File: src/rtl/json_string_unescape_utf8_defines.svh
// Assertion macros shared by the JSON string unescaper RTL.
// Each macro expects clk and rst_n to be visible in the module that uses it.
`ifndef JSON_STRING_UNESCAPE_UTF8_DEFINES_SVH
`define JSON_STRING_UNESCAPE_UTF8_DEFINES_SVH

// The consequent must hold in the same cycle as the antecedent.
`define JSU_ASSERT_NOW(lbl, ante, cons, msg) \
  lbl: assert property (@(posedge clk) disable iff (!rst_n) (ante) |-> (cons)) \
    else $error(msg);

// The consequent must hold in the cycle after the antecedent.
`define JSU_ASSERT_NEXT(lbl, ante, cons, msg) \
  lbl: assert property (@(posedge clk) disable iff (!rst_n) (ante) |=> (cons)) \
    else $error(msg);

`endif

File: src/rtl/jsu_pkg.sv
// Shared types, codes and helpers for the JSON string unescaper.
// Used by jsu_front, jsu_fifo, jsu_back and the top level; depends on nothing.
package jsu_pkg;

  localparam int unsigned JSU_DESC_DEPTH = 4;

  typedef enum logic [2:0] {
    ST_NONE       = 3'd0,
    ST_DONE       = 3'd1,
    ST_EXP_QUOTE  = 3'd2,
    ST_UNTERM_STR = 3'd3,
    ST_UNTERM_ESC = 3'd4,
    ST_TRUNC_UNI  = 3'd5,
    ST_BAD_HEX    = 3'd6,
    ST_BAD_ESC    = 3'd7
  } jsu_status_t;

  typedef enum logic [2:0] {
    M_IDLE,
    M_STR,
    M_ESC,
    M_HEX,
    M_AFT_HI,
    M_AFT_HI_BS
  } jsu_mode_t;

  typedef struct packed {
    logic [7:0] in_byte;
    logic       text_end;
  } jsu_in_t;

  typedef struct packed {
    logic [7:0]  out_byte;
    logic        byte_valid;
    jsu_status_t status;
    logic        last;
  } jsu_out_t;

  // One queued burst: zero to two replacement characters, then a tail that is
  // either a status beat or up to four bytes.
  typedef struct packed {
    logic [1:0]      n_fffd;
    logic            is_status;
    jsu_status_t     status;
    logic [2:0]      tail_len;
    logic [3:0][7:0] tail;
  } jsu_desc_t;

  typedef struct packed {
    logic [2:0]      len;
    logic [3:0][7:0] b;
  } jsu_utf8_t;

  localparam logic [7:0] CH_QUOTE  = 8'h22;
  localparam logic [7:0] CH_BSLASH = 8'h5C;
  localparam logic [7:0] CH_SLASH  = 8'h2F;
  localparam logic [7:0] CH_B      = 8'h62;
  localparam logic [7:0] CH_F      = 8'h66;
  localparam logic [7:0] CH_N      = 8'h6E;
  localparam logic [7:0] CH_R      = 8'h72;
  localparam logic [7:0] CH_T      = 8'h74;
  localparam logic [7:0] CH_U      = 8'h75;
  localparam logic [7:0] CH_0      = 8'h30;
  localparam logic [7:0] CH_9      = 8'h39;
  localparam logic [7:0] CH_LA     = 8'h61;
  localparam logic [7:0] CH_LF     = 8'h66;
  localparam logic [7:0] CH_UA     = 8'h41;
  localparam logic [7:0] CH_UF     = 8'h46;

  localparam logic [7:0] CTL_BS  = 8'h08;
  localparam logic [7:0] CTL_FF  = 8'h0C;
  localparam logic [7:0] CTL_LF  = 8'h0A;
  localparam logic [7:0] CTL_CR  = 8'h0D;
  localparam logic [7:0] CTL_TAB = 8'h09;

  localparam logic [5:0] SURR_HI_TAG = 6'b110110;
  localparam logic [5:0] SURR_LO_TAG = 6'b110111;
  localparam logic [20:0] SUPP_BASE  = 21'h10000;

  // U+FFFD in UTF-8, first byte at index 0.
  localparam logic [2:0][7:0] FFFD_UTF8 = {8'hBD, 8'hBF, 8'hEF};

  function automatic jsu_utf8_t jsu_enc_cp(input logic [20:0] cp);
    jsu_utf8_t r;
    r = '0;
    if (cp <= 21'h7F) begin
      r.len  = 3'd1;
      r.b[0] = cp[7:0];
    end else if (cp <= 21'h7FF) begin
      r.len  = 3'd2;
      r.b[0] = {3'b110, cp[10:6]};
      r.b[1] = {2'b10, cp[5:0]};
    end else if (cp <= 21'hFFFF) begin
      r.len  = 3'd3;
      r.b[0] = {4'b1110, cp[15:12]};
      r.b[1] = {2'b10, cp[11:6]};
      r.b[2] = {2'b10, cp[5:0]};
    end else begin
      r.len  = 3'd4;
      r.b[0] = {5'b11110, cp[20:18]};
      r.b[1] = {2'b10, cp[17:12]};
      r.b[2] = {2'b10, cp[11:6]};
      r.b[3] = {2'b10, cp[5:0]};
    end
    return r;
  endfunction

endpackage

File: src/rtl/jsu_front.sv
// Front end of the unescaper: scan state machine that classifies each beat
// and turns it into at most one burst descriptor. Depends on jsu_pkg.
module jsu_front import jsu_pkg::*; (
  input  logic      clk,
  input  logic      rst_n,
  input  logic      accept,
  input  jsu_in_t   in_item,
  output jsu_desc_t desc,
  output logic      desc_push
);

  jsu_mode_t   mode_r, mode_nxt;
  logic [11:0] hexv_r, hexv_nxt;
  logic [1:0]  hexc_r, hexc_nxt;
  logic        hexbad_r, hexbad_nxt;
  logic [9:0]  hh_r, hh_nxt;
  logic        hpend_r, hpend_nxt;

  logic [7:0]  c;
  logic        eot;
  logic [3:0]  dig;
  logic        dig_bad;
  logic [15:0] cpx;
  logic        is_hi, is_lo;
  logic [20:0] pair_cp;
  jsu_utf8_t   utf_w;
  logic        do_str, do_esc;

  assign c   = in_item.in_byte;
  assign eot = in_item.text_end;

  always_comb begin
    dig     = 4'd0;
    dig_bad = 1'b0;
    case (c) inside
      [CH_0:CH_9]:   dig = 4'(c - CH_0);
      [CH_LA:CH_LF]: dig = 4'(c - CH_LA + 8'd10);
      [CH_UA:CH_UF]: dig = 4'(c - CH_UA + 8'd10);
      default:       dig_bad = 1'b1;
    endcase
  end

  assign cpx     = {hexv_r, dig};
  assign is_hi   = (cpx[15:10] == SURR_HI_TAG);
  assign is_lo   = (cpx[15:10] == SURR_LO_TAG);
  assign pair_cp = SUPP_BASE + {1'b0, hh_r, cpx[9:0]};
  assign utf_w   = jsu_enc_cp(hpend_r ? pair_cp : {5'd0, cpx});

  always_ff @(posedge clk) begin
    if (!rst_n) begin
      mode_r   <= M_IDLE;
      hexv_r   <= '0;
      hexc_r   <= '0;
      hexbad_r <= 1'b0;
      hh_r     <= '0;
      hpend_r  <= 1'b0;
    end else begin
      mode_r   <= mode_nxt;
      hexv_r   <= hexv_nxt;
      hexc_r   <= hexc_nxt;
      hexbad_r <= hexbad_nxt;
      hh_r     <= hh_nxt;
      hpend_r  <= hpend_nxt;
    end
  end

  always_comb begin
    mode_nxt    = mode_r;
    hexv_nxt    = hexv_r;
    hexc_nxt    = hexc_r;
    hexbad_nxt  = hexbad_r;
    hh_nxt      = hh_r;
    hpend_nxt   = hpend_r;
    desc        = '0;
    desc.status = ST_NONE;
    do_str      = 1'b0;
    do_esc      = 1'b0;

    if (accept) begin
      case (mode_r)
        M_STR: do_str = 1'b1;
        M_ESC: do_esc = 1'b1;
        M_HEX: begin
          if (eot) begin
            desc.is_status = 1'b1;
            desc.status    = ST_TRUNC_UNI;
            mode_nxt       = M_IDLE;
            hpend_nxt      = 1'b0;
          end else if (hexc_r != 2'd3) begin
            hexv_nxt   = cpx[11:0];
            hexc_nxt   = hexc_r + 2'd1;
            hexbad_nxt = hexbad_r | dig_bad;
          end else if (hexbad_r || dig_bad) begin
            desc.is_status = 1'b1;
            desc.status    = ST_BAD_HEX;
            mode_nxt       = M_IDLE;
            hpend_nxt      = 1'b0;
          end else begin
            mode_nxt = M_STR;
            hexv_nxt = '0;
            hexc_nxt = '0;
            if (hpend_r) begin
              hpend_nxt = 1'b0;
              hh_nxt    = '0;
              if (is_lo) begin
                desc.tail_len = utf_w.len;
                desc.tail     = utf_w.b;
              end else begin
                desc.n_fffd = 2'd2;
              end
            end else if (is_hi) begin
              hh_nxt    = cpx[9:0];
              hpend_nxt = 1'b1;
              mode_nxt  = M_AFT_HI;
            end else if (is_lo) begin
              desc.n_fffd = 2'd1;
            end else begin
              desc.tail_len = utf_w.len;
              desc.tail     = utf_w.b;
            end
          end
        end
        M_AFT_HI: begin
          if (eot) begin
            desc.n_fffd    = 2'd1;
            desc.is_status = 1'b1;
            desc.status    = ST_UNTERM_STR;
            mode_nxt       = M_IDLE;
            hpend_nxt      = 1'b0;
          end else if (c == CH_BSLASH) begin
            mode_nxt = M_AFT_HI_BS;
          end else begin
            desc.n_fffd = 2'd1;
            hpend_nxt   = 1'b0;
            hh_nxt      = '0;
            do_str      = 1'b1;
          end
        end
        M_AFT_HI_BS: begin
          if (eot) begin
            desc.n_fffd    = 2'd1;
            desc.is_status = 1'b1;
            desc.status    = ST_UNTERM_ESC;
            mode_nxt       = M_IDLE;
            hpend_nxt      = 1'b0;
          end else if (c == CH_U) begin
            // The pending high half survives into the next escape.
            mode_nxt   = M_HEX;
            hexv_nxt   = '0;
            hexc_nxt   = '0;
            hexbad_nxt = 1'b0;
          end else begin
            desc.n_fffd = 2'd1;
            hpend_nxt   = 1'b0;
            hh_nxt      = '0;
            do_esc      = 1'b1;
          end
        end
        default: begin
          if (!eot && c == CH_QUOTE) begin
            mode_nxt  = M_STR;
            hpend_nxt = 1'b0;
            hh_nxt    = '0;
          end else begin
            desc.is_status = 1'b1;
            desc.status    = ST_EXP_QUOTE;
            mode_nxt       = M_IDLE;
            hpend_nxt      = 1'b0;
          end
        end
      endcase

      if (do_str) begin
        if (eot) begin
          desc.is_status = 1'b1;
          desc.status    = ST_UNTERM_STR;
          mode_nxt       = M_IDLE;
          hpend_nxt      = 1'b0;
        end else if (c == CH_QUOTE) begin
          desc.is_status = 1'b1;
          desc.status    = ST_DONE;
          mode_nxt       = M_IDLE;
          hpend_nxt      = 1'b0;
        end else if (c == CH_BSLASH) begin
          mode_nxt = M_ESC;
        end else begin
          desc.tail_len = 3'd1;
          desc.tail[0]  = c;
          mode_nxt      = M_STR;
        end
      end

      if (do_esc) begin
        if (eot) begin
          desc.is_status = 1'b1;
          desc.status    = ST_UNTERM_ESC;
          mode_nxt       = M_IDLE;
          hpend_nxt      = 1'b0;
        end else begin
          desc.tail_len = 3'd1;
          mode_nxt      = M_STR;
          case (c)
            CH_QUOTE:  desc.tail[0] = CH_QUOTE;
            CH_BSLASH: desc.tail[0] = CH_BSLASH;
            CH_SLASH:  desc.tail[0] = CH_SLASH;
            CH_B:      desc.tail[0] = CTL_BS;
            CH_F:      desc.tail[0] = CTL_FF;
            CH_N:      desc.tail[0] = CTL_LF;
            CH_R:      desc.tail[0] = CTL_CR;
            CH_T:      desc.tail[0] = CTL_TAB;
            CH_U: begin
              desc.tail_len = 3'd0;
              mode_nxt      = M_HEX;
              hexv_nxt      = '0;
              hexc_nxt      = '0;
              hexbad_nxt    = 1'b0;
            end
            default: begin
              desc.tail_len  = 3'd0;
              desc.is_status = 1'b1;
              desc.status    = ST_BAD_ESC;
              mode_nxt       = M_IDLE;
              hpend_nxt      = 1'b0;
            end
          endcase
        end
      end
    end
  end

  assign desc_push = accept &&
                     (desc.n_fffd != 2'd0 || desc.is_status || desc.tail_len != 3'd0);

endmodule

File: src/rtl/jsu_fifo.sv
// Short descriptor queue between the front end and the back end.
// Depends on jsu_pkg for the descriptor type.
`include "json_string_unescape_utf8_defines.svh"

module jsu_fifo import jsu_pkg::*; #(
  parameter int unsigned DEPTH = JSU_DESC_DEPTH
) (
  input  logic      clk,
  input  logic      rst_n,
  input  logic      push,
  input  jsu_desc_t wr_desc,
  output logic      full,
  input  logic      pop,
  output jsu_desc_t head,
  output logic      empty
);

  localparam int unsigned AW = (DEPTH > 1) ? $clog2(DEPTH) : 1;
  localparam int unsigned CW = $clog2(DEPTH + 1);

  jsu_desc_t       mem_r [DEPTH];
  logic [AW-1:0]   wp_r, wp_nxt;
  logic [AW-1:0]   rp_r, rp_nxt;
  logic [CW-1:0]   cnt_r, cnt_nxt;

  assign full  = (cnt_r == CW'(DEPTH));
  assign empty = (cnt_r == '0);
  assign head  = mem_r[rp_r];

  always_ff @(posedge clk) begin
    if (push) begin
      mem_r[wp_r] <= wr_desc;
    end
  end

  always_comb begin
    wp_nxt  = wp_r;
    rp_nxt  = rp_r;
    cnt_nxt = cnt_r;
    if (push) begin
      wp_nxt = (wp_r == AW'(DEPTH - 1)) ? '0 : wp_r + AW'(1);
    end
    if (pop) begin
      rp_nxt = (rp_r == AW'(DEPTH - 1)) ? '0 : rp_r + AW'(1);
    end
    if (push && !pop) begin
      cnt_nxt = cnt_r + CW'(1);
    end else if (pop && !push) begin
      cnt_nxt = cnt_r - CW'(1);
    end
  end

  always_ff @(posedge clk) begin
    if (!rst_n) begin
      wp_r  <= '0;
      rp_r  <= '0;
      cnt_r <= '0;
    end else begin
      wp_r  <= wp_nxt;
      rp_r  <= rp_nxt;
      cnt_r <= cnt_nxt;
    end
  end

  `JSU_ASSERT_NOW(a_no_push_full, push, !full, "descriptor written into a full queue")
  `JSU_ASSERT_NOW(a_no_pop_empty, pop, !empty, "descriptor popped from an empty queue")

endmodule

File: src/rtl/jsu_back.sv
// Back end of the unescaper: walks the head descriptor one result beat per
// cycle, while the output is drained, into the output register. Depends on jsu_pkg.
`include "json_string_unescape_utf8_defines.svh"

module jsu_back import jsu_pkg::*; (
  input  logic      clk,
  input  logic      rst_n,
  input  jsu_desc_t head,
  input  logic      q_empty,
  output logic      q_pop,
  output jsu_out_t  out_data,
  output logic      out_empty,
  input  logic      out_pop
);

  logic [2:0] step_r, step_nxt;
  jsu_out_t   obuf_r, obuf_nxt;
  logic       ovalid_r, ovalid_nxt;

  logic [2:0] three_nf;
  logic [2:0] tail_cnt;
  logic [3:0] total;
  logic       in_fffd;
  logic [1:0] fidx;
  logic [1:0] tidx;
  logic       is_last;
  logic       load;
  jsu_out_t   beat;

  assign three_nf = {head.n_fffd, 1'b0} + {1'b0, head.n_fffd};
  assign tail_cnt = head.is_status ? 3'd1 : head.tail_len;
  assign total    = {1'b0, three_nf} + {1'b0, tail_cnt};
  assign in_fffd  = (step_r < three_nf);
  assign fidx     = (step_r >= 3'd3) ? 2'(step_r - 3'd3) : step_r[1:0];
  assign tidx     = 2'(step_r - three_nf);
  assign is_last  = (({1'b0, step_r} + 4'd1) == total);

  // The output register takes a queued beat whenever it is free or being drained.
  assign load  = !q_empty && (!ovalid_r || out_pop);
  assign q_pop = load && is_last;

  always_comb begin
    beat      = '0;
    beat.last = is_last;
    if (in_fffd) begin
      beat.out_byte   = FFFD_UTF8[fidx];
      beat.byte_valid = 1'b1;
      beat.status     = ST_NONE;
    end else if (head.is_status) begin
      beat.status = head.status;
    end else begin
      beat.out_byte   = head.tail[tidx];
      beat.byte_valid = 1'b1;
      beat.status     = ST_NONE;
    end
  end

  always_comb begin
    step_nxt   = step_r;
    obuf_nxt   = obuf_r;
    ovalid_nxt = ovalid_r;
    if (load) begin
      obuf_nxt   = beat;
      ovalid_nxt = 1'b1;
      step_nxt   = is_last ? 3'd0 : step_r + 3'd1;
    end else if (out_pop) begin
      ovalid_nxt = 1'b0;
    end
  end

  always_ff @(posedge clk) begin
    if (!rst_n) begin
      step_r   <= '0;
      ovalid_r <= 1'b0;
    end else begin
      step_r   <= step_nxt;
      ovalid_r <= ovalid_nxt;
    end
  end

  always_ff @(posedge clk) begin
    obuf_r <= obuf_nxt;
  end

  assign out_data  = obuf_r;
  assign out_empty = !ovalid_r;

  `JSU_ASSERT_NOW(a_burst_has_head, step_r != 3'd0, !q_empty, "burst lost its descriptor")
  `JSU_ASSERT_NOW(a_step_in_range, !q_empty, ({1'b0, step_r} < total), "burst step past its end")

endmodule

File: src/rtl/json_string_unescape_utf8.sv
// Top level of the JSON string unescaper: scan front end, descriptor queue
// and result back end. Depends on jsu_pkg, jsu_front, jsu_fifo and jsu_back.
//
// Usage: feed the string literal, opening quote first, one byte per beat on
// in_data (push/full). A beat with text_end set carries no byte and ends the
// text. Decoded UTF-8 bytes and status beats (done or an error code) leave on
// out_data (empty/pop), in order; last marks the final result of an input beat.
// Each input beat is scanned in the cycle it is accepted and yields zero to six
// result beats. A result passes through the descriptor queue and the output
// register to out_data. The back end puts out one result beat per cycle
// while the receiver pops, so the block takes one input beat per cycle while
// beats yield at most one result; a beat that yields k results holds the back
// end until all k are out, and the descriptor queue (DESC_DEPTH entries) soaks
// up such bursts before full is raised. When the receiver stops popping, the
// output register holds its beat, the queue fills, and full stalls the sender.
// Reset returns the scanner to waiting for an opening quote and empties the
// queue and the output register; no clearing pass is needed.
module json_string_unescape_utf8 import jsu_pkg::*; #(
  parameter int unsigned DESC_DEPTH = JSU_DESC_DEPTH
) (
  input  logic     clk,
  input  logic     rst_n,
  input  logic     in_push,
  output logic     in_full,
  input  jsu_in_t  in_data,
  output logic     out_empty,
  input  logic     out_pop,
  output jsu_out_t out_data
);

  logic      accept;
  jsu_desc_t desc;
  logic      desc_push;
  logic      q_full;
  logic      q_pop;
  logic      q_empty;
  jsu_desc_t q_head;

  assign in_full = q_full;
  assign accept  = in_push && !q_full;

  jsu_front u_front (
    .clk       (clk),
    .rst_n     (rst_n),
    .accept    (accept),
    .in_item   (in_data),
    .desc      (desc),
    .desc_push (desc_push)
  );

  jsu_fifo #(
    .DEPTH (DESC_DEPTH)
  ) u_fifo (
    .clk     (clk),
    .rst_n   (rst_n),
    .push    (desc_push),
    .wr_desc (desc),
    .full    (q_full),
    .pop     (q_pop),
    .head    (q_head),
    .empty   (q_empty)
  );

  jsu_back u_back (
    .clk       (clk),
    .rst_n     (rst_n),
    .head      (q_head),
    .q_empty   (q_empty),
    .q_pop     (q_pop),
    .out_data  (out_data),
    .out_empty (out_empty),
    .out_pop   (out_pop)
  );

endmodule
File: config.mk
export PLATFORM = sky130hd
export DESIGN_NAME = json_string_unescape_utf8
export DESIGN_NICKNAME = d
export VERILOG_FILES = /design/src/rtl/jsu_pkg.sv /design/src/rtl/jsu_front.sv /design/src/rtl/jsu_fifo.sv /design/src/rtl/jsu_back.sv /design/src/rtl/json_string_unescape_utf8.sv
export VERILOG_INCLUDE_DIRS = /design/src /design/src/rtl
export SDC_FILE = /design/constraint.sdc
export NUM_CORES = 1
export LEC_CHECK = 0
export BUFFER_PORTS_ARGS = -buffer_cell sky130_fd_sc_hd__buf_2
export CELL_PAD_IN_SITES_DETAIL_PLACEMENT = 0
export CELL_PAD_IN_SITES_GLOBAL_PLACEMENT = 1
export CORE_MARGIN = 4
export CORE_UTILIZATION = 45
export DETAILED_ROUTE_END_ITERATION = 8
export PLACE_DENSITY_LB_ADDON = 0.1
export SYNTH_ARGS = -nofsm -noshare
export SYNTH_HDL_FRONTEND = slang
export SYNTH_SLANG_ARGS = --single-unit
File: constraint.sdc
create_clock -name clk -period 9 [get_ports clk]
set_input_delay 0.9 -clock clk [delete_from_list [all_inputs] [get_ports clk]]
set_output_delay 0.9 -clock clk [all_outputs]
set_load 0.05 [all_outputs]
# Word-level counts from Yosys, hierarchy flattened

Memories as Yosys holds them, arrays and structs flattened. A register that Yosys moved wholly into a read port is not among the register bits.
Cells that the tools add are included.
Widths: inputs -> output; s select.

Flip-flop bits (word level): 53
Memory bits (writable): 164
Bits of input ports: 13
Memories kept: 1

Add/subtract/negate cells: 17
Bitwise operators: 3
Muxes and demuxes: 162
Equality and inequality tests: 33
Reductions and logical operators: 32
Magnitude comparators: 13

Memories:

| memory       | depth | width | read ports | clocked after memory_dff | write ports | line           | source |
|---|---|---|---|---|---|---|---|
| u_fifo.mem_r | 4     | 41    | 1          | 1                        | 1           | jsu_fifo.sv:21 | `jsu_desc_t mem_r [DEPTH];` |

Operators by type and width:

| kind                   | count |
|---|---|
| $mux 35                | 7 |
| $mux 12                | 9 |
| $mux 10                | 10 |
| $mux 41                | 2 |
| $mux 8                 | 10 |
| $mux 3                 | 25 |
| $mux 24                | 3 |
| $pmux 8 s8             | 1 |
| $eq 8x7->1 const B     | 7 |
| $mux 16                | 3 |
| $mux 4                 | 12 |
| $mux 2                 | 21 |
| $mux 1                 | 41 |
| $pmux 10 s4            | 1 |
| $bmux 8 s2             | 2 |
| $pmux 12 s2            | 1 |
| $mux 22                | 1 |
| $add 17x20->21 const A | 1 |
| $le 21x11->1 const B   | 1 |
| $le 21x16->1 const B   | 1 |
| $le 21x7->1 const B    | 1 |
| $mux 21                | 1 |
| $eq 8x6->1 const B     | 2 |
| $ge 8x7->1 const B     | 2 |
| other kinds (48)       | 95 |

# Logic depth before layout (Yosys ltp)

Gate-level depths: netlist of run 1.

Depth after elaboration: 37
Gate-level depth with buffers: 18
Gate-level depth less buffers: 17

# By module

Synthesis of run 1 repeated with hierarchy kept, for this count alone.

Cell total of the unflattened synthesis: 831
Area, all modules: 10864.2 um^2

By module, submodules not included:

| module                    | instances | cells an instance | area an instance (um^2) |
|---|---|---|---|
| jsu_fifo                  | 1         | 259               | 6424.9 |
| jsu_front                 | 1         | 455               | 3166.8 |
| jsu_back                  | 1         | 116               | 1258.7 |
| json_string_unescape_utf8 | 1         | 1                 | 13.8 |

# Worst setup path after synthesis of run 1

No wires, ideal clock.

Kind: input to register
Start: in in_data[1] in the netlist's numbering
End: mem u_fifo.mem_r[0][0] in the netlist's numbering (enable)
Arrival: 4650 ps
Path slack: 3912 ps
Cell stages on the path: 10
Setup time: 438 ps
Path through: inv_1 > ha_1 > o21bai_1 > a211o_1 > o211ai_1 > nand2_1 > a2111oi_0 > or4_4 > nor4_4 > nor2b_1

RTL lines:

| item            | line                            | source |
|---|---|---|
| start, declared | json_string_unescape_utf8.sv:25 | `input jsu_in_t in_data,` |
| end, declared   | jsu_fifo.sv:21                  |  |

==> results of run 1 <==
## synthesized netlist by cell type (23+ instances only)
cell type / n / area [um^2]
edfxtp_1: 165 / 4950
nor2_1: 60 / 225
nand2_1: 50 / 188
mux4_2: 44 / 991
a21oi_1: 43 / 215
dfxtp_1: 42 / 841
inv_1: 39 / 146
o21ai_0: 30 / 150
nor2b_1: 29 / 181
clkbuf_1: 26 / 97.6
a22oi_1: 23 / 173
ha_1: 23 / 288
## stage by stage
step	hold slack, ps	instance area, um^2	setup slack (ps)
2_1_floorplan	438	10200	3910
3_3_place_gp	455	10600	3680
4_1_cts	480	11300	3890
3_5_place_dp	469	10600	3520
6_report	478	11300	3890
5_1_grt	535	11300	3630
## final cells by class
| type | count | area [um^2] | area share |
|---|---|---|---|
| Clock inverter | 14 | 134 | 0.0118 |
| Multi-Input combinational cell | 516 | 4110 | 0.362 |
| Inverter | 41 | 154 | 0.0136 |
| Timing Repair Buffer | 38 | 218 | 0.0192 |
| Tap cell | 280 | 350 | 0.0309 |
| Clock buffer | 26 | 587 | 0.0517 |
| Sequential cell | 207 | 5800 | 0.511 |
## worst max-delay path: cells and delay by family (launching register included)
| family | cells | cell delay, ps |
|---|---|---|
| XOR/XNOR | 1 | 70 |
| adder cells (fa/ha/maj) | 2 | 430 |
| buffers and inverters | 3 | 450 |
| flip-flops | 1 | 300 |
| AO/OA/AOI/OAI | 4 | 1040 |
| AND/OR/NAND/NOR | 5 | 2720 |
## sequential cells by signal, indices dropped and copies added (netlist names), named ones only
name              flops
u_fifo.mem_r        152
u_back.step_r         3
u_fifo.wp_r           2
u_back.ovalid_r       1
u_front.hh_r         10
u_front.hexbad_r      1
u_front.mode_r        3
u_front.hpend_r       1
u_fifo.rp_r           2
u_front.hexc_r        2
u_fifo.cnt_r          3
u_front.hexv_r       12
u_back.out_data      13
## per-layer routing
layer,vias to the layer above,share of wire,track usage
met5,-,0,0
met4,0,0.021,0.0459
met3,48,0.052,0.0299
met2,206,0.47,0.316
met1,3402,0.46,0.285
li1,3126,-,-
## path summary, 6_finish.rpt
check | from | to | depth (start not counted)
worst max-delay path | u_front.hpend_r | u_fifo.cnt_r[2] | 15
worst min-delay path | u_front.hh_r[0] | u_front.hh_r[0] | 2
worst max register to register | u_front.hpend_r | u_fifo.cnt_r[2] | 15
worst min register to register | u_front.hh_r[0] | u_front.hh_r[0] | 2
## power groups by stage
stage	Sequential [W]	Clock (W)	Combinational (W)
6_report	0.00124	0.000886	0.000997
5_1_grt	0.00125	0.000948	0.00109
4_1_cts	0.00124	0.000907	0.00102
3_5_place_dp	0.00126	0	0.00102
3_3_place_gp	0.00125	0	0.000997
2_1_floorplan	0.00136	0	0.000655
## logic make-up after synthesis
group                    share of synthesized area
flip-flops                                   0.570
buffers and inverters                       0.0294
adder cells (fa/ha/maj)                     0.0323
multiplexers                                 0.109
AND/OR/NAND/NOR                              0.133
AO/OA/AOI/OAI                                0.117
XOR/XNOR                                   0.00862
==> impl_metrics.toml, run 1 <==
[run_status]
outcome = "finished clean"

[yosys]
avgSynthCellArea_um2 = 12.7
yosys_most_used_dff = "edfxtp_1"
syn_inst = 801
netlist_area_um2 = 10200
yosys_warnings = 0
async_reset_ff_frac = 0
synth.yosys.seq_area_share = 0.570
synth-seq-cells = 207
ys_types = 72
syn-num-nets = 839
synth_edf_count = 165

[power]
switching_power_w = 0.000987
swShare = 0.316
p_per_area_nw_per_um2 = 275
ir_drop_v = 0.000160
total_power_w = 0.00312
p_clk_frac = 0.284
power.internal_w = 0.00214
pwr-share-seq = 0.397
p_comb_frac = 0.319
leakage_nw = 3.76

[detailed_routing]
postRouteAntennaNets = 0
vias = 6782
dr.first_iter.drc_count = 740
finalWirelength_um = 24400
wire_per_inst_um = 21.8
viasPerCell = 6.04
drt-pass1-iter-count = 5
drc = 0

[clock_tree]
tritoncts = "yes"
root_buffer = "clkbuf_16"
clkTransAtPathRegs_ps = 60
insertion_delay_ps = 490
post_cts_buffers = 0
cts_buffer_depth = 3
ctsResizeCount = 0
cts_buffers = 22
h-tree-depth = 1
cts_hold_buf = 0
clkSinkCount = 207

[layout]
final_cell_mix = "edfxtp_1, nor2_1, nand2_1"
final_common_cell = "edfxtp_1"
final_cells = 1122
area_growth_pct = 11.7
fill_cells = 1915
post-route-util = 0.515
nets = 864
layout-drive-gt1-share = 0.167
insertedDiodeCount = 0

[global_route]
grt_pass1_vias = 6691
grt_overflow = 0
antenna_found_initial = 0
grt_pass1_wl_um = 38200
track_usage = 0.197
grt_max_degree = 42

[timing]
maxSlewHeadroom = 0.248
fmax_mhz = 196
fin_setup_tns_ps = 0
fin_crit_sh = 0.568
worst_slew_pin_slew_ps = 1100
finalHoldViolations = 0
finClkSkew_ps = 6.10
period_minus_slack_ps = 5110
slew_viol_final = 0
rsz0062_at_grt = "no"
setup_viol_count_final = 0

[floorplan]
std_cell_rows = 54
ios = 28
design.core.area_um2 = 22000
die-area_um2 = 25100
start_util = 0.461
die_h_um = 158
die_x_um = 158

[critical_path]
slowest_delay_ps = 740
path_cells = "buf_4 -> or4b_1 -> a2bb2oi_4 -> o211ai_2 -> nand4_1 -> a211oi_1 -> or4_4 -> nor4_4 -> inv_1 -> ha_1 -> inv_1 -> fa_1 -> xor2_1 -> or3_1 -> a21boi_0"
cp-end-kind = "register"
crit_slowest_cell = "nor4_4"
criticalPathCategory = "reg2reg"
crit_path_start_kind = "register"
r2r_slack_ps = 3890
critPathArrivalTime_ps = 5530
required_ps = 9420
cp_common_cell = "inv_1"
crit_fanout = 26

[placed_design]
dp_hpwl_um = 16700
gp_congestion = 0.914
port_buffers = 27
dp_cells = 1082

[worst_hold_path]
min_path_type = "reg2reg"

[run]
drv_cap = 0
No activity file was read; power rests on OpenSTA's default activity.
==> run 2: changes to the inputs <==
==> constraint.sdc (replaced) <==
create_clock -name clk -period 5.2 [get_ports clk]
set_input_delay 0.52 -clock clk [delete_from_list [all_inputs] [get_ports clk]]
set_output_delay 0.52 -clock clk [all_outputs]
set_load 0.05 [all_outputs]
==> impl_metrics.toml, run 2 (synthesized netlist as in run 1, its figures left out) <==
[run_status]
outcome = "finished clean"

[layout]
largest_reg_flops = 152
area_growth_pct = 12.6
layout-drive-gt1-share = 0.180
insertedDiodeCount = 0
largest-register = "u_fifo.mem_r"
final_common_cell = "edfxtp_1"
post-route-util = 0.519
final_cell_mix = "edfxtp_1, nor2_1, nand2_1"
nets = 875

[detailed_routing]
drc = 0
dr.first_iter.drc_count = 465
postRouteAntennaNets = 0
drt-pass1-iter-count = 5
viasPerCell = 6.01
wire_per_inst_um = 22.1
finalWirelength_um = 25100
highest_layer = "met4"
dr_wl_met3_um = 1010
met1Wirelength_um = 11400
vias = 6813
met2_length_um = 12500

[timing]
hold-worst-slack_ps = 358
period_minus_slack_ps = 4270
slew_viol_final = 0
setup_viol_count_final = 0
fin_setup_tns_ps = 0
finalHoldViolations = 0
fin_crit_sh = 0.821
worst_slew_pin_slew_ps = 966
fmax_mhz = 234
finClkSkew_ps = 15.4
maxSlewHeadroom = 0.354
rsz0062_at_grt = "no"

[worst_hold_path]
whs_endpoint = "u_back.ovalid_r"
holdPathStages = 3
min_path_type = "in2reg"
hp-start = "out_pop"

[placed_design]
port_buffers = 27
gp_congestion = 0.913
dp_hpwl_um = 17500

[power]
leakage_nw = 3.83
p_per_area_nw_per_um2 = 475
ir_drop_v = 0.000201
total_power_w = 0.00543

[clock_tree]
insertion_delay_ps = 520
cts_hold_buf = 0
cts_buffers = 23
root_buffer = "clkbuf_16"
ctsResizeCount = 0
tritoncts = "yes"
clkSinkCount = 207
post_cts_buffers = 0
clkTransAtPathRegs_ps = 60
h-tree-depth = 1
cts_buffer_depth = 3

[floorplan]
std_cell_rows = 54
start_util = 0.461
ios = 28
die_h_um = 158
die-area_um2 = 25100
design.core.area_um2 = 22000
die_x_um = 158

[critical_path]
crit_path_start_kind = "register"
critPathArrivalTime_ps = 4700
cp-end-kind = "register"
r2r_end = "u_fifo.cnt_r[2]"
r2r-start = "u_front.hpend_r"
r2r_slack_ps = 930
criticalPathCategory = "reg2reg"
crit_fanout = 21
reg2regPathDepth = 15
required_ps = 5630

[global_route]
grt_pass1_vias = 6916
antenna_found_initial = 0
track_usage = 0.204
grt_pass1_wl_um = 39500
grt_overflow = 0
grt_max_degree = 42

[run]
drv_cap = 0
-- run 2: how the worst max path moves through the flow --
stage,start,to,slack (ps),cells past startpoint
2_1_floorplan,in_data[1],u_fifo.mem_r[0][0],490,10
3_5_place_dp,in_data[1],u_fifo.cnt_r[2],540,19
4_1_cts,register,u_fifo.cnt_r[2],920,17
6_report,u_front.hpend_r,u_fifo.cnt_r[2],930,15
3_3_place_gp,in_data[1],u_fifo.cnt_r[2],720,19
5_1_grt,u_front.hpend_r,u_fifo.cnt_r[2],640,15
-- run 2: layer usage --
metal,GRT usage,vias up
met5,0,-
met4,0.0390,0
met3,0.0242,19
met2,0.350,167
met1,0.286,3471
li1,-,3156
-- run 2: where the power goes --
part           leakage (nW)  switching (W)  total, W  internal (W)
combinational          1.65        0.00100   0.00173      0.000721
clock                 0.355       0.000663   0.00156      0.000898
sequential             1.82      0.0000777   0.00215       0.00207
-- run 2: final cells by class --
| cell class | count | area, um^2 |
|---|---|---|
| Clock buffer | 26 | 607 |
| Clock inverter | 16 | 130 |
| Fill cell | 1902 | 10600 |
| Inverter | 41 | 154 |
| Multi-Input combinational cell | 516 | 4110 |
| Sequential cell | 207 | 5800 |
| Tap cell | 280 | 350 |
| Timing Repair Buffer | 48 | 293 |
-- run 2: per-stage QoR --
stage               setup WS [ps]  cell area (um^2)  std cells
floorplan                     492             10200        801
global placement              718             10700       1092
detailed placement            538             10700       1092
CTS                           921             11400       1134
global route                  639             11400       1134
finish                        932             11400       1134
-- run 2: worst max-delay path: stages (launching register included) --
cell and delay, ps:
dfxtp_1 810, mux2_2 460, nor2b_1 280, o211ai_2 220, nand4_1 200, a211oi_1 110
or4_4 550, nor4_4 280, buf_4 240, inv_1 60, ha_1 220, inv_1 70
fa_1 170, xor2_1 70, or3_1 300, a21boi_0 160
==> run 3: changes to the inputs <==
==> constraint.sdc (replaced) <==
create_clock -name clk -period 3.7 [get_ports clk]
set_input_delay 0.37 -clock clk [delete_from_list [all_inputs] [get_ports clk]]
set_output_delay 0.37 -clock clk [all_outputs]
set_load 0.05 [all_outputs]
==> impl_metrics.toml, run 3 (synthesized netlist as in run 1, its figures left out) <==
[run_status]
outcome = "finished clean"

[clock_tree]
clkTransAtPathRegs_ps = 60
cts_buffer_depth = 3
cts_hold_buf = 0
h-tree-depth = 1
insertion_delay_ps = 510
clkSinkCount = 207
tritoncts = "yes"
cts_buffers = 23
root_buffer = "clkbuf_16"

[global_route]
grt_overflow = 0
grt_pass1_wl_um = 41500
grt_pass1_vias = 7189
track_usage = 0.217
antenna_found_initial = 0
grt_max_degree = 42

[timing]
hold-worst-slack_ps = 272
period_minus_slack_ps = 3630
finalHoldViolations = 0
fin_crit_sh = 0.982
fmax_mhz = 275
worst_slew_pin_slew_ps = 776
setup_viol_count_final = 0
rsz0062_at_grt = "yes"
setup_slack_ps = 68.4
maxSlewHeadroom = 0.483
fin_setup_tns_ps = 0
finClkSkew_ps = 13.4
slew_viol_final = 0

[power]
ir_drop_v = 0.000388
p_per_area_nw_per_um2 = 653
leakage_nw = 4.15

[critical_path]
path_cells = "mux4_2 -> or2_4 -> ha_4 -> inv_2 -> fa_1 -> xnor2_2 -> nor4_2 -> nand2_1 -> ha_2 -> buf_4 -> buf_4 -> xor2_1 -> or3_1 -> a21boi_1"
crit_path_start_kind = "register"
crit_buf_inv = 3
slowest_delay_ps = 550
cp-end-kind = "register"
crit_fanout = 6
cp_top_family = "simple AND/OR/NAND/NOR gates"
cp_common_cell = "buf_4"
criticalPathCategory = "reg2reg"
crit_slowest_cell = "mux4_2"
critPathArrivalTime_ps = 4070
required_ps = 4130

[placed_design]
detailedPlace.worstSlack_ps = -91.4
postPlaceCellArea_um2 = 11200
port_buffers = 27
gp_congestion = 0.861
dp_hpwl_um = 18900

[detailed_routing]
vias = 6949
viasPerCell = 5.80
postRouteAntennaNets = 0
drt-pass1-iter-count = 5
dr.first_iter.drc_count = 508
wire_per_inst_um = 22.1
drc = 0
finalWirelength_um = 26500

[run]
drv_cap = 0

[floorplan]
start_util = 0.461
design.core.area_um2 = 22000
ios = 28
die-area_um2 = 25100
std_cell_rows = 54
die_h_um = 158
die_x_um = 158

[layout]
insertedDiodeCount = 0
final_common_cell = "edfxtp_1"
final_cell_mix = "edfxtp_1, buf_4, nor2_1"
nets = 940
stdcell_area_um2 = 12000
largest-register = "u_fifo.mem_r"
layout-drive-gt1-share = 0.245
largest_reg_flops = 152
post-route-util = 0.545
area_growth_pct = 18.1

[worst_hold_path]
min_path_type = "in2reg"
run 3: where the power goes:
part / switching, W / internal [W]
combinational: 0.00151 / 0.00119
clock: 0.000902 / 0.00122
sequential: 0.000114 / 0.00291
run 3: worst paths after layout:
kind	endpoint	start	depth (start not counted)	slack [ps]
max reg2reg	u_fifo.cnt_r[2]	register	14	70
max	u_fifo.cnt_r[2]	register	14	70
min	u_back.ovalid_r	out_pop	3	270
min reg2reg	u_front.hh_r[0]	u_front.hh_r[0]	2	480
run 3: repair_timing:
| action | CTS | global route |
|---|---|---|
| pin swaps | 3 | 11 |
| setup buffers | 1 | 4 |
| gates resized for setup | 3 | 10 |
| endpoints found under the setup margin | 1 | 2 |
| cloned | 0 | 0 |
run 3: final cells by class:
type | instances | area, um^2
fillers | 1894 | 10000
flip-flops and latches | 207 | 5800
multi-input cells | 516 | 4170
repair buffers | 113 | 835
clock buffers | 27 | 591
well taps | 280 | 350
inverters | 41 | 154
clock inverters | 14 | 106
run 3: routing by layer:
metal / GRT usage / vias to the layer above / part of all wire
li1: - / 3273 / -
met5: 0 / - / 0
met4: 0.0690 / 0 / 0.031
met1: 0.296 / 3447 / 0.44
met2: 0.358 / 184 / 0.48
met3: 0.0334 / 45 / 0.048
run 3: worst min-delay path: stages:
cell	delay (ps)
buf_2	130
o21ai_0	80
and2_1	150
run 3: metrics by stage:
stage,total power (W),instances
after global routing,0.00828,1198
after CTS,0.00785,1194
after detailed placement,0.00570,1152
after global placement,0.00563,1152
after floorplan,0.00494,801
final,0.00784,1198
